**src/rtl/core/assert_macros.svh**
```systemverilog
// ----------------------------------------------------------------------------
// Assertion macros
// Shared concurrent assertion forms. Defining ASSERT_OFF removes every check.
// ----------------------------------------------------------------------------
`ifndef ASSERT_MACROS_SVH
`define ASSERT_MACROS_SVH
`ifndef ASSERT_OFF
// The property must hold at every clock edge outside of reset.
`define ASSERT_HOLDS(label, clk, rst, prop) \
   label: assert property (@(posedge clk) disable iff (rst) (prop)) \
      else $error("assertion failed: invariant does not hold");
// When the condition holds, the property must hold in the following cycle.
`define ASSERT_NEXT(label, clk, rst, cond, prop) \
   label: assert property (@(posedge clk) disable iff (rst) (cond) |=> (prop)) \
      else $error("assertion failed: follow-up property does not hold");
`else
`define ASSERT_HOLDS(label, clk, rst, prop)
`define ASSERT_NEXT(label, clk, rst, cond, prop)
`endif
`endif

```
**src/rtl/core/swec_pkg.sv**
```systemverilog
// ----------------------------------------------------------------------------
// swec_pkg
// Types and constants shared by the sliding-window event counter.
// ----------------------------------------------------------------------------
`default_nettype none

package swec_pkg;

   localparam int FUNC_W  = 2;
   localparam int TIME_W  = 64;
   localparam int LEN_W   = 31;
   localparam int COUNT_W = 32;
   localparam int PROD_W  = COUNT_W + LEN_W;
   localparam int STEP_W  = $clog2(COUNT_W);

   localparam logic [FUNC_W-1:0] FUNC_RECORD  = 2'd0;
   localparam logic [FUNC_W-1:0] FUNC_QUERY   = 2'd1;
   localparam logic [FUNC_W-1:0] FUNC_RESTART = 2'd2;

   localparam logic [LEN_W-1:0] LEN_RESET = 31'd1000;
   localparam logic [LEN_W-1:0] LEN_MIN   = 31'd1;

   typedef struct packed {
      logic busy;
      logic done;
   } div_stat_type;

endpackage

`default_nettype wire

```
**src/rtl/core/swec_req_if.sv**
```systemverilog
// ----------------------------------------------------------------------------
// swec_req_if
// Request channel: one operation word with its timestamp.
// ----------------------------------------------------------------------------
`default_nettype none

interface swec_req_if;
   logic                              valid;
   logic                              ready;
   logic [swec_pkg::FUNC_W-1:0]       func;
   logic signed [swec_pkg::TIME_W-1:0] now_time;

   modport source (output valid, output func, output now_time, input ready);
   modport sink   (input valid, input func, input now_time, output ready);
endinterface

`default_nettype wire

```
**src/rtl/core/swec_rsp_if.sv**
```systemverilog
// ----------------------------------------------------------------------------
// swec_rsp_if
// Response channel: the effective count and the rotation flag.
// ----------------------------------------------------------------------------
`default_nettype none

interface swec_rsp_if;
   logic                         valid;
   logic                         ready;
   logic [swec_pkg::COUNT_W-1:0] effective_count;
   logic                         rotated;

   modport source (output valid, output effective_count, output rotated, input ready);
   modport sink   (input valid, input effective_count, input rotated, output ready);
endinterface

`default_nettype wire

```
**src/rtl/core/sliding_window_event_counter.sv**
```systemverilog
// ----------------------------------------------------------------------------
// sliding_window_event_counter
// Two-bucket sliding-window event counter with a time-weighted answer.
// ----------------------------------------------------------------------------
//
//   Channel   Dir   Handshake       Contents
//   req       in    valid/ready     func, now_time
//   rsp       out   valid/ready     effective_count, rotated
//   csr       in    write enable    window_length (31 bits), no read-back
//
// A word is accepted only in the idle state; the next one is taken once it
// has passed subtract, clamp, multiply and divider launch, the serial
// divider (32 quotient bits), and the final add and response load. The
// divider is the longest step; the response load waits while the output stalls.
// Reset is synchronous and active high; it clears the counts and the window
// start and sets the window length to 1000.
// A stalled response register holds the finished word; the next request is
// taken while it waits, and its own result waits in the output state.
// ----------------------------------------------------------------------------
`default_nettype none
`include "assert_macros.svh"

module sliding_window_event_counter (
   input  wire logic                        clock,
   input  wire logic                        reset,
   swec_req_if.sink                         req_port,
   swec_rsp_if.source                       rsp_port,
   input  wire logic                        csr_we,
   input  wire logic [swec_pkg::LEN_W-1:0]  csr_wdata
);

   typedef enum logic [2:0] {
      S_IDLE,
      S_DIFF,
      S_CLAMP,
      S_MUL,
      S_DIVGO,
      S_DIVWAIT,
      S_OUT
   } state_type;

   localparam int DIFF_W = swec_pkg::TIME_W + 1;

   state_type                       state_ff, state_in;

   // Architectural state.
   logic [swec_pkg::LEN_W-1:0]      window_length_ff, window_length_in;
   logic [swec_pkg::TIME_W-1:0]     window_start_ff, window_start_in;
   logic [swec_pkg::COUNT_W-1:0]    current_events_ff, current_events_in;
   logic [swec_pkg::COUNT_W-1:0]    previous_events_ff, previous_events_in;

   // Per-word working registers.
   logic [swec_pkg::FUNC_W-1:0]     func_ff, func_in;
   logic [swec_pkg::TIME_W-1:0]     now_ff, now_in;
   logic [DIFF_W-1:0]               diff_ff, diff_in;
   logic [swec_pkg::LEN_W-1:0]      remain_ff, remain_in;
   logic [swec_pkg::PROD_W-1:0]     prod_ff, prod_in;
   logic                            rot_ff, rot_in;

   // Response register.
   logic                            rsp_valid_ff, rsp_valid_in;
   logic [swec_pkg::COUNT_W-1:0]    rsp_count_ff, rsp_count_in;
   logic                            rsp_rot_ff, rsp_rot_in;

   logic                            div_start;
   swec_pkg::div_stat_type          div_stat;
   logic [swec_pkg::COUNT_W-1:0]    div_quot;

   logic                            req_take;
   logic                            behind;
   logic                            reached;
   logic                            rsp_free;
   logic [swec_pkg::COUNT_W:0]      sum;

   assign req_take = req_port.valid && req_port.ready;
   assign rsp_free = !rsp_valid_ff || rsp_port.ready;

   // The difference is one bit wider than a timestamp, so it never wraps.
   // A negative difference means the word is older than the window start.
   assign behind  = diff_ff[DIFF_W-1];
   assign reached = !behind && (diff_ff[swec_pkg::TIME_W-1:0]
                    >= {{(swec_pkg::TIME_W - swec_pkg::LEN_W){1'b0}}, window_length_ff});

   assign sum = {1'b0, current_events_ff} + {1'b0, div_quot};

   assign div_start = (state_ff == S_DIVGO);

   always_comb begin
      state_in           = state_ff;
      window_length_in   = window_length_ff;
      window_start_in    = window_start_ff;
      current_events_in  = current_events_ff;
      previous_events_in = previous_events_ff;
      func_in            = func_ff;
      now_in             = now_ff;
      diff_in            = diff_ff;
      remain_in          = remain_ff;
      prod_in            = prod_ff;
      rot_in             = rot_ff;
      rsp_valid_in       = rsp_valid_ff && !rsp_port.ready;
      rsp_count_in       = rsp_count_ff;
      rsp_rot_in         = rsp_rot_ff;

      // A zero length would make the division meaningless, so it reads as one.
      if (csr_we) begin
         window_length_in = (csr_wdata == '0) ? swec_pkg::LEN_MIN : csr_wdata;
      end

      unique case (state_ff)
         S_IDLE: begin
            if (req_take) begin
               func_in  = req_port.func;
               now_in   = req_port.now_time;
               state_in = S_DIFF;
            end
         end
         S_DIFF: begin
            diff_in  = {now_ff[swec_pkg::TIME_W-1], now_ff}
                     - {window_start_ff[swec_pkg::TIME_W-1], window_start_ff};
            state_in = S_CLAMP;
         end
         S_CLAMP: begin
            // Update the counters, then find the part of the window still to
            // run at this word's time. After a rotation or a restart the window
            // starts now, so the whole length remains.
            rot_in = 1'b0;
            if (func_ff == swec_pkg::FUNC_RECORD && reached) begin
               previous_events_in = current_events_ff;
               current_events_in  = swec_pkg::COUNT_W'(1);
               window_start_in    = now_ff;
               rot_in             = 1'b1;
               remain_in          = window_length_ff;
            end else if (func_ff == swec_pkg::FUNC_RESTART) begin
               previous_events_in = '0;
               current_events_in  = '0;
               window_start_in    = now_ff;
               remain_in          = window_length_ff;
            end else begin
               if (func_ff == swec_pkg::FUNC_RECORD && current_events_ff != '1) begin
                  current_events_in = current_events_ff + 1'b1;
               end
               if (behind) begin
                  remain_in = window_length_ff;
               end else if (reached) begin
                  remain_in = '0;
               end else begin
                  remain_in = window_length_ff - diff_ff[swec_pkg::LEN_W-1:0];
               end
            end
            state_in = S_MUL;
         end
         S_MUL: begin
            prod_in  = swec_pkg::PROD_W'(previous_events_ff) * swec_pkg::PROD_W'(remain_ff);
            state_in = S_DIVGO;
         end
         S_DIVGO: begin
            state_in = S_DIVWAIT;
         end
         S_DIVWAIT: begin
            if (div_stat.done) begin
               state_in = S_OUT;
            end
         end
         S_OUT: begin
            // The weighted term never exceeds the previous count, but the sum
            // with the current count can pass the top and then saturates.
            if (rsp_free) begin
               rsp_valid_in = 1'b1;
               rsp_count_in = sum[swec_pkg::COUNT_W] ? '1 : sum[swec_pkg::COUNT_W-1:0];
               rsp_rot_in   = rot_ff;
               state_in     = S_IDLE;
            end
         end
         default: begin
            state_in = S_IDLE;
         end
      endcase
   end

   always_ff @(posedge clock) begin
      if (reset) begin
         state_ff           <= S_IDLE;
         window_length_ff   <= swec_pkg::LEN_RESET;
         window_start_ff    <= '0;
         current_events_ff  <= '0;
         previous_events_ff <= '0;
         rsp_valid_ff       <= 1'b0;
      end else begin
         state_ff           <= state_in;
         window_length_ff   <= window_length_in;
         window_start_ff    <= window_start_in;
         current_events_ff  <= current_events_in;
         previous_events_ff <= previous_events_in;
         rsp_valid_ff       <= rsp_valid_in;
      end
      func_ff      <= func_in;
      now_ff       <= now_in;
      diff_ff      <= diff_in;
      remain_ff    <= remain_in;
      prod_ff      <= prod_in;
      rot_ff       <= rot_in;
      rsp_count_ff <= rsp_count_in;
      rsp_rot_ff   <= rsp_rot_in;
   end

   swec_div u_div (
      .clock    (clock),
      .reset    (reset),
      .start    (div_start),
      .dividend (prod_ff),
      .divisor  (window_length_ff),
      .stat     (div_stat),
      .quotient (div_quot)
   );

   assign req_port.ready           = (state_ff == S_IDLE);
   assign rsp_port.valid           = rsp_valid_ff;
   assign rsp_port.effective_count = rsp_count_ff;
   assign rsp_port.rotated         = rsp_rot_ff;

   `ASSERT_HOLDS(top_div_start_idle, clock, reset, !(div_start && div_stat.busy))
   `ASSERT_HOLDS(top_quot_bounded, clock, reset,
                 (state_ff != S_OUT) || (div_quot <= previous_events_ff))
   `ASSERT_NEXT(top_rotation_update, clock, reset,
                (state_ff == S_CLAMP) && (func_ff == swec_pkg::FUNC_RECORD) && reached,
                rot_ff && (current_events_ff == swec_pkg::COUNT_W'(1))
                && (window_start_ff == now_ff))

endmodule

`default_nettype wire

```
**src/rtl/core/swec_div.sv**
```systemverilog
// ----------------------------------------------------------------------------
// swec_div
// Serial restoring divider, one quotient bit per cycle. The caller guarantees
// that the quotient fits in COUNT_W bits, so the upper dividend bits are
// already below the divisor.
// ----------------------------------------------------------------------------
`default_nettype none
`include "assert_macros.svh"

module swec_div (
   input  wire logic                         clock,
   input  wire logic                         reset,
   input  wire logic                         start,
   input  wire logic [swec_pkg::PROD_W-1:0]  dividend,
   input  wire logic [swec_pkg::LEN_W-1:0]   divisor,
   output swec_pkg::div_stat_type            stat,
   output logic [swec_pkg::COUNT_W-1:0]      quotient
);

   localparam logic [swec_pkg::STEP_W-1:0] LAST_STEP = swec_pkg::STEP_W'(swec_pkg::COUNT_W - 1);

   logic                          busy_ff, busy_in;
   logic                          done_ff, done_in;
   logic [swec_pkg::STEP_W-1:0]   cnt_ff, cnt_in;
   logic [swec_pkg::LEN_W-1:0]    rem_ff, rem_in;
   logic [swec_pkg::COUNT_W-1:0]  quo_ff, quo_in;

   logic [swec_pkg::LEN_W:0]      trial;
   logic                          fits;

   // The partial remainder stays below the divisor, so one shifted-in bit
   // makes it at most one bit wider.
   assign trial = {rem_ff, quo_ff[swec_pkg::COUNT_W-1]};
   assign fits  = trial >= {1'b0, divisor};

   always_comb begin
      busy_in = busy_ff;
      done_in = 1'b0;
      cnt_in  = cnt_ff;
      rem_in  = rem_ff;
      quo_in  = quo_ff;
      if (start) begin
         busy_in = 1'b1;
         cnt_in  = '0;
         rem_in  = dividend[swec_pkg::PROD_W-1:swec_pkg::COUNT_W];
         quo_in  = dividend[swec_pkg::COUNT_W-1:0];
      end else if (busy_ff) begin
         rem_in = fits ? swec_pkg::LEN_W'(trial - {1'b0, divisor})
                       : trial[swec_pkg::LEN_W-1:0];
         quo_in = {quo_ff[swec_pkg::COUNT_W-2:0], fits};
         cnt_in = cnt_ff + 1'b1;
         if (cnt_ff == LAST_STEP) begin
            busy_in = 1'b0;
            done_in = 1'b1;
         end
      end
   end

   always_ff @(posedge clock) begin
      if (reset) begin
         busy_ff <= 1'b0;
         done_ff <= 1'b0;
         cnt_ff  <= '0;
      end else begin
         busy_ff <= busy_in;
         done_ff <= done_in;
         cnt_ff  <= cnt_in;
      end
      rem_ff <= rem_in;
      quo_ff <= quo_in;
   end

   assign stat.busy = busy_ff;
   assign stat.done = done_ff;
   assign quotient  = quo_ff;

   `ASSERT_HOLDS(div_rem_below_divisor, clock, reset, !busy_ff || (rem_ff < divisor))
   `ASSERT_NEXT(div_done_after_last, clock, reset,
                busy_ff && !start && (cnt_ff == LAST_STEP),
                done_ff && !busy_ff)

endmodule

`default_nettype wire
```
**src/flat_wrapper.sv**
```systemverilog
// flat-port wrapper written by rule: the top's interface ports become plain ports
module sliding_window_event_counter_flat 
  (clock, reset, csr_we, csr_wdata, req_port_valid, req_port_func, req_port_now_time, req_port_ready, rsp_port_valid, rsp_port_effective_count, rsp_port_rotated, rsp_port_ready);
  swec_req_if req_port_i ();
  swec_rsp_if rsp_port_i ();
  input  wire logic clock;
  input  wire logic reset;
  input  wire logic csr_we;
  input  wire logic [swec_pkg::LEN_W-1:0] csr_wdata;
  input wire logic [$bits(req_port_i.valid)-1:0] req_port_valid;
  input wire logic [$bits(req_port_i.func)-1:0] req_port_func;
  input wire logic [$bits(req_port_i.now_time)-1:0] req_port_now_time;
  output wire logic [$bits(req_port_i.ready)-1:0] req_port_ready;
  output wire logic [$bits(rsp_port_i.valid)-1:0] rsp_port_valid;
  output wire logic [$bits(rsp_port_i.effective_count)-1:0] rsp_port_effective_count;
  output wire logic [$bits(rsp_port_i.rotated)-1:0] rsp_port_rotated;
  input wire logic [$bits(rsp_port_i.ready)-1:0] rsp_port_ready;
  assign req_port_i.valid = req_port_valid;
  assign req_port_i.func = req_port_func;
  assign req_port_i.now_time = req_port_now_time;
  assign req_port_ready = req_port_i.ready;
  assign rsp_port_valid = rsp_port_i.valid;
  assign rsp_port_effective_count = rsp_port_i.effective_count;
  assign rsp_port_rotated = rsp_port_i.rotated;
  assign rsp_port_i.ready = rsp_port_ready;
  sliding_window_event_counter u_core (.clock(clock), .reset(reset), .req_port(req_port_i), .rsp_port(rsp_port_i), .csr_we(csr_we), .csr_wdata(csr_wdata));
endmodule
```
**config.mk**
```make
export PLATFORM = sky130hd
export DESIGN_NAME = sliding_window_event_counter_flat
export DESIGN_NICKNAME = d
export VERILOG_FILES = /design/src/rtl/core/swec_pkg.sv /design/src/rtl/core/swec_req_if.sv /design/src/rtl/core/swec_rsp_if.sv /design/src/rtl/core/sliding_window_event_counter.sv /design/src/rtl/core/swec_div.sv /design/src/flat_wrapper.sv
export VERILOG_INCLUDE_DIRS = /design/src /design/src/rtl/core
export SDC_FILE = /design/constraint.sdc
export NUM_CORES = 2
export LEC_CHECK = 0
export BUFFER_PORTS_ARGS = -buffer_cell sky130_fd_sc_hd__buf_2
export CAP_MARGIN = 20
export CORE_ASPECT_RATIO = 0.7
export CORE_UTILIZATION = 50
export DETAILED_ROUTE_END_ITERATION = 16
export GPL_TIMING_DRIVEN = 0
export PLACE_DENSITY_LB_ADDON = 0.08
export SLEW_MARGIN = 20
export SYNTH_ARGS = -nofsm -noshare
export SYNTH_HDL_FRONTEND = slang
export SYNTH_SLANG_ARGS = --single-unit
```
**constraint.sdc**
```tcl
create_clock -name clock -period 7 [get_ports clock]
set_input_delay 0.7 -clock clock [delete_from_list [all_inputs] [get_ports clock]]
set_output_delay 0.7 -clock clock [all_outputs]
set_load 0.03 [all_outputs]
```
**Word-level counts from Yosys, hierarchy flattened**

Index checks and enable logic that the tools add are counted.

- Bits in registers: 492
- ROM bits: 0
- Latch bits: 0
- RAM bits: 0
- Memories kept: 0
- Output and inout bits: 35

- Shift operators: 0
- Muxes and demuxes: 28
- Add/sub/neg operators: 6
- Equal/unequal tests: 12
- Multipliers: 1
- Divide/modulo/power cells: 0
- Order comparisons: 2
- Reductions and logical operators: 22
- Bitwise logic cells: 1

Operator list:

| kind | number |
|---|---|
| $mux W31 | 8 |
| $mux W32 | 7 |
| $mux W64 | 2 |
| $sub A64 B64 Y65 | 1 |
| $ge A64 B31 Y1 | 1 |
| $mul A32 B31 Y63 | 1 |
| $sub A31 B31 Y31 | 2 |
| $add A32 B32 Y33 | 1 |
| $add A32 B1 Y32 const B | 1 |
| $ge A32 B31 Y1 | 1 |
| $ne A32 B32 Y1 const B | 1 |
| $logic_not A31 Y1 | 1 |
| $pmux W3 S7 | 1 |
| $eq A3 B3 Y1 const B | 3 |
| $mux W3 | 3 |
| $reduce_and A2 Y1 | 4 |
| $mux W1 | 7 |
| $eq A3 B2 Y1 const B | 2 |
| $add A5 B1 Y5 const B | 1 |
| $eq A5 B5 Y1 const B | 1 |
| $logic_and A1 B1 Y1 | 5 |
| $ne A2 B2 Y1 const B | 2 |
| $reduce_bool A2 Y1 | 2 |
| $eq A3 B1 Y1 const B | 1 |
| 11 further kinds | 13 |

**Longest topological paths before layout**

- Depth after elaboration: 6
- Gate-level depth with buffers: 28
- Gate-level depth less buffers: 26

**Cells and area by module**

From an unflattened synthesis, not the netlist that was laid out.

- Cell total of the unflattened synthesis: 6,182
- Area total of the unflattened synthesis: 58,818.9 sq um

Modules (own cells, without submodules):

| module | area an instance (sq um) | cells an instance | times used | seq. area each (sq um) |
|---|---|---|---|---|
| sliding_window_event_counter | 53,635.2 | 5,654 | 1 | 11,040.6 |
| swec_div | 5,183.7 | 528 | 1 | 2,031.9 |

**Worst setup path before layout**

OpenSTA, ideal clock, no wires.

- Path kind: register to register
- Start: register u_core.remain_ff[4] in the netlist's numbering
- End: register u_core.prod_ff[56] in the netlist's numbering (data pin)
- Clock period less this slack: 7,576 ps
- Library setup time: 259 ps
- Data required time: 6,741 ps
- Data arrival time: 7,317 ps
- Stages on the path, launching flop included: 27
- Setup slack: -576 ps
- Path buffers: 2
- Cells stage by stage: edfxtp_1 > clkbuf_1 > and2_1 > fa_1 > fa_1 > fa_1 > inv_1 > fa_1 > inv_1 > fa_1 > inv_1 > fa_1 > inv_1 > fa_1 > fa_1 > ha_1 > clkbuf_1 > nand2_1 > or3_1 > a2111o_1 > o22a_2 > a2111oi_4 > o311ai_0 > a31o_2 > o21bai_1 > a21oi_1 > xnor2_1

- Word-level cells in the longest chain between the ends: 1

Ends and longest elaborated chain:

| item | RTL line | text |
|---|---|---|
| start, declared | sliding_window_event_counter.sv:56 | `logic [swec_pkg::LEN_W-1:0] remain_ff, remain_in;` |
| start signal, assigned | sliding_window_event_counter.sv:199 | `remain_ff <= remain_in;` |
| $mul A32 B31 Y63 | sliding_window_event_counter.sv:153 | `prod_in = swec_pkg::PROD_W'(previous_events_ff) * swec_pkg::PROD_W'(remain_ff);` |
| end signal, assigned | sliding_window_event_counter.sv:200 | `prod_ff <= prod_in;` |
| end, declared | sliding_window_event_counter.sv:57 | `logic [swec_pkg::PROD_W-1:0] prod_ff, prod_in;` |

No other way between the ends.
A chain may end at the register's enable or synchronous reset.

**Worst setup path after layout**

- Start: register u_core.remain_ff[8] in the netlist's numbering
- End: register u_core.prod_ff[59] in the netlist's numbering (data pin)

Same word-level chain as after synthesis.

==> results.sh <==
export IMPL_outcome="finished with violations"
export IMPL_violations="negative setup slack"
export IMPL_die_h_um=290
export IMPL_wl_met1_um=97300
export IMPL_hold_class="in2reg"
export IMPL_final_common_cell="inv_1"
export IMPL_rsz0062_at_grt="yes"
export IMPL_period_minus_slack_ns=8.16
export IMPL_numCtsBuffers=44
export IMPL_synth_cell_types=86
export IMPL_initial_core_util=0.505
export IMPL_met3WireLength_um=27600
export IMPL_synth_edff_count=322
export IMPL_antenna_found_initial=33
export IMPL_leakage_nw=31.0
export IMPL_critical_path_arrival_ns=8.49
export IMPL_cts_htree_levels=2
export IMPL_cts_root_buf="clkbuf_16"
export IMPL_finClkSkew_ns=0.0391
export IMPL_hold_viol_final=0
export IMPL_synth_area_mm2=0.0594
export IMPL_grt_pass1_vias=46300
export IMPL_io_buffers=134
export IMPL_drc=0
export IMPL_cp_startpoint="u_core.remain_ff[8]"
export IMPL_highest_layer="met5"
export IMPL_viasPerCell=5.85
export IMPL_hp_start="req_port_now_time[51]"
export IMPL_cts_tree="yes"
export IMPL_holdBufCountCts=0
export IMPL_avgRoutedWirePerCell_um=25.8
export IMPL_drv_cap=0
export IMPL_synth_nets=7810
export IMPL_dp_hpwl_um=173000
export IMPL_grtUsageTotal=0.357
export IMPL_layout_common_cells="inv_1 (1011), nand2_1 (876), fa_1 (824), and2_1 (552), ha_1 (423)"
export IMPL_grt_overflow=0
export IMPL_cp_required_ns=7.32
export IMPL_gp_congestion=1.07
export IMPL_cts_sinks=492
export IMPL_drt_iter0_markers=5179
export IMPL_r2r_slack_ns=-1.16
export IMPL_slew_headroom=0.237
export IMPL_ir_worst_vdd_v=0.000206
export IMPL_whs_endpoint="u_core.now_ff[51]"
export IMPL_power_density_mw_per_mm2=120
export IMPL_syn_inst=6391
export IMPL_finalSetupViolCount=38
export IMPL_seq_area_frac_synth=0.220
export IMPL_crit_type="reg2reg"
export IMPL_syn2layout_area_growth_pct=13.0
export IMPL_reg2reg_depth=26
export IMPL_ys_ff_latch=492
export IMPL_cp_end_kind="flop"
export IMPL_power_mw=8.03
export IMPL_fin_nets=8124
export IMPL_holdWs_ns=0.269
export IMPL_io_pins=137
export IMPL_period_share=1.17
export IMPL_grt_pass1_wl_um=312000
export IMPL_vias=48700
export IMPL_synth_main_ff_cell="edfxtp_1"
export IMPL_tightest_slew_ns=1.15
export IMPL_holdPathStages=1
export IMPL_worst_path_max_fanout=8
export IMPL_core_mm2=0.117
export IMPL_slew_viol_final=0
export IMPL_fin_ws_ns=-1.16
export IMPL_die_width_um=414
export IMPL_rows=105
export IMPL_cts_buffer_depth=3
export IMPL_drive_above_1_share=0.115
export IMPL_synthArstFlopShare=0
export IMPL_timing_rr_start="u_core.remain_ff[8]"
export IMPL_avgSynthCellArea_um2=9.29
export IMPL_clk_pin_slew_ns=0.07
export IMPL_dieArea_mm2=0.120
export IMPL_fmax_mhz=122
export IMPL_clock_latency_ns=0.61
export IMPL_wl_met2_um=82000
export IMPL_synth_warnings=0
export IMPL_grt_max_degree=54
export IMPL_r2r_end="u_core.prod_ff[59]"
export IMPL_first_pass_iters=8
export IMPL_routed_wl_um=214000
export IMPL_ant_nets=0
export IMPL_setup_worst_path_start_class="flop"
## power breakdown
part | total (mW) | switching (mW) | internal (mW)
clock | 2.56 | 1.17 | 1.39
sequential | 3.46 | 0.132 | 3.33
combinational | 2.01 | 1.32 | 0.689
## area by class of cell
class,instances,area (µm²)
Fill cell,10700,50400
Multi-Input combinational cell,4555,42200
Sequential cell,492,13100
Inverter,1017,3820
Buffer,324,2460
Timing Repair Buffer,271,1970
Tap cell,1551,1940
Clock buffer,63,1310
Clock inverter,19,173
Antenna cell,27,67.6
## registers in the layout, summed over array words and instances (netlist names), 2 cells and up
name and count:
u_core.window_start_ff 64, u_core.diff_ff 65, u_core.state_ff 3, u_core.rsp_port.effective_count 32, u_core.u_div.quotient 32, u_core.prod_ff 63, u_core.now_ff 64, u_core.u_div.rem_ff 31
u_core.u_div.cnt_ff 5, u_core.current_events_ff 32, u_core.window_length_ff 31, u_core.remain_ff 31, u_core.func_ff 2, u_core.previous_events_ff 32
## cells in the mapped netlist (13+ instances only)
cell type | number | area share
a211oi_1 | 30 | 0.0038
a21o_1 | 130 | 0.016
a21oi_1 | 328 | 0.028
a22oi_1 | 34 | 0.0043
a31o_2 | 13 | 0.0019
a31oi_1 | 26 | 0.0027
and2_1 | 569 | 0.060
and3_1 | 32 | 0.0034
buf_2 | 21 | 0.0018
clkbuf_1 | 297 | 0.019
dfxtp_1 | 170 | 0.057
edfxtp_1 | 322 | 0.16
fa_1 | 870 | 0.29
ha_1 | 447 | 0.094
inv_1 | 1017 | 0.064
mux2i_1 | 35 | 0.0059
nand2_1 | 883 | 0.056
nand2b_1 | 29 | 0.0031
nand3_1 | 66 | 0.0056
nand4_1 | 45 | 0.0047
nor2_1 | 231 | 0.015
nor2b_1 | 32 | 0.0034
nor3_1 | 48 | 0.0040
nor3b_1 | 13 | 0.0016
nor4_1 | 27 | 0.0028
o211ai_1 | 26 | 0.0033
o21a_1 | 27 | 0.0034
o21ai_0 | 152 | 0.013
o21ai_1 | 19 | 0.0016
o21bai_1 | 32 | 0.0040
o22ai_1 | 17 | 0.0018
o31ai_1 | 27 | 0.0034
or3_1 | 28 | 0.0030
xnor2_1 | 109 | 0.016
xor2_1 | 68 | 0.010
## worst max-delay path: stages, from the launching register on
cell and delay, ns:
edfxtp_1 0.51, buf_6 0.19, clkbuf_16 0.19, buf_4 0.17, and2_1 0.16, fa_1 0.49, fa_2 0.58, inv_1 0.05
fa_2 0.35, fa_2 0.56, inv_1 0.06, fa_2 0.55, fa_2 0.45, fa_1 0.53, fa_2 0.61, ha_4 0.21
a21o_1 0.17, a21o_1 0.16, a21oi_2 0.18, o211ai_1 0.20, a41o_1 0.32, a2111o_1 0.36, o211ai_1 0.21, buf_4 0.18
a31o_4 0.19, o31ai_2 0.07, xor2_1 0.15
## what timing repair did
item	in CTS	in global routing
gates resized for setup	486	136
endpoints found under the setup margin	47	41
setup buffers	86	31
pin swaps	100	71
cloned	3	0
## through the flow
stage / area, µm² / utilization / worst slack [ns] / std cells / setup TNS [ns]
CTS: 66400 / 0.565 / -1.04 / 8263 / -25.11
finish: 67100 / 0.571 / -1.16 / 8319 / -29.37
floorplan: 59700 / - / -0.377 / 6391 / -3.16
global route: 67000 / 0.571 / -1.29 / 8304 / -34.25
global placement: 62300 / 0.530 / -2.62 / 8076 / -162.49
detailed placement: 62500 / 0.532 / -2.58 / 8094 / -74.28
## routing by layer
layer,up-vias,global-route usage
li1,21200,-
met1,24400,0.545
met2,2614,0.464
met3,422,0.133
met4,14,0.101
met5,-,0
## logic make-up (layout without fill, tap and decap cells)
kind of cell               after synthesis  after routing  synth area share
AOI/OAI and AO/OA                      973            973             0.105
other                                    0             27                 0
xor gates and xnor gates               177            177            0.0261
and+or+nand+nor                       2047           2047             0.168
muxes                                   41             41           0.00704
adders and majority gates             1317           1317             0.388
DFF                                    492            492             0.220
buffers and inverters                 1344           1694            0.0856
## worst max path at each step
| stage | to | cells after the start |
|---|---|---|
| floorplan | u_core.prod_ff[56] | 25 |
| global placement | u_core.prod_ff[61] | 23 |
| detailed placement | u_core.prod_ff[61] | 23 |
| CTS | u_core.prod_ff[61] | 22 |
| global route | u_core.prod_ff[56] | 24 |
| finish | u_core.prod_ff[59] | 26 |
(Power assumes the default switching activity.)
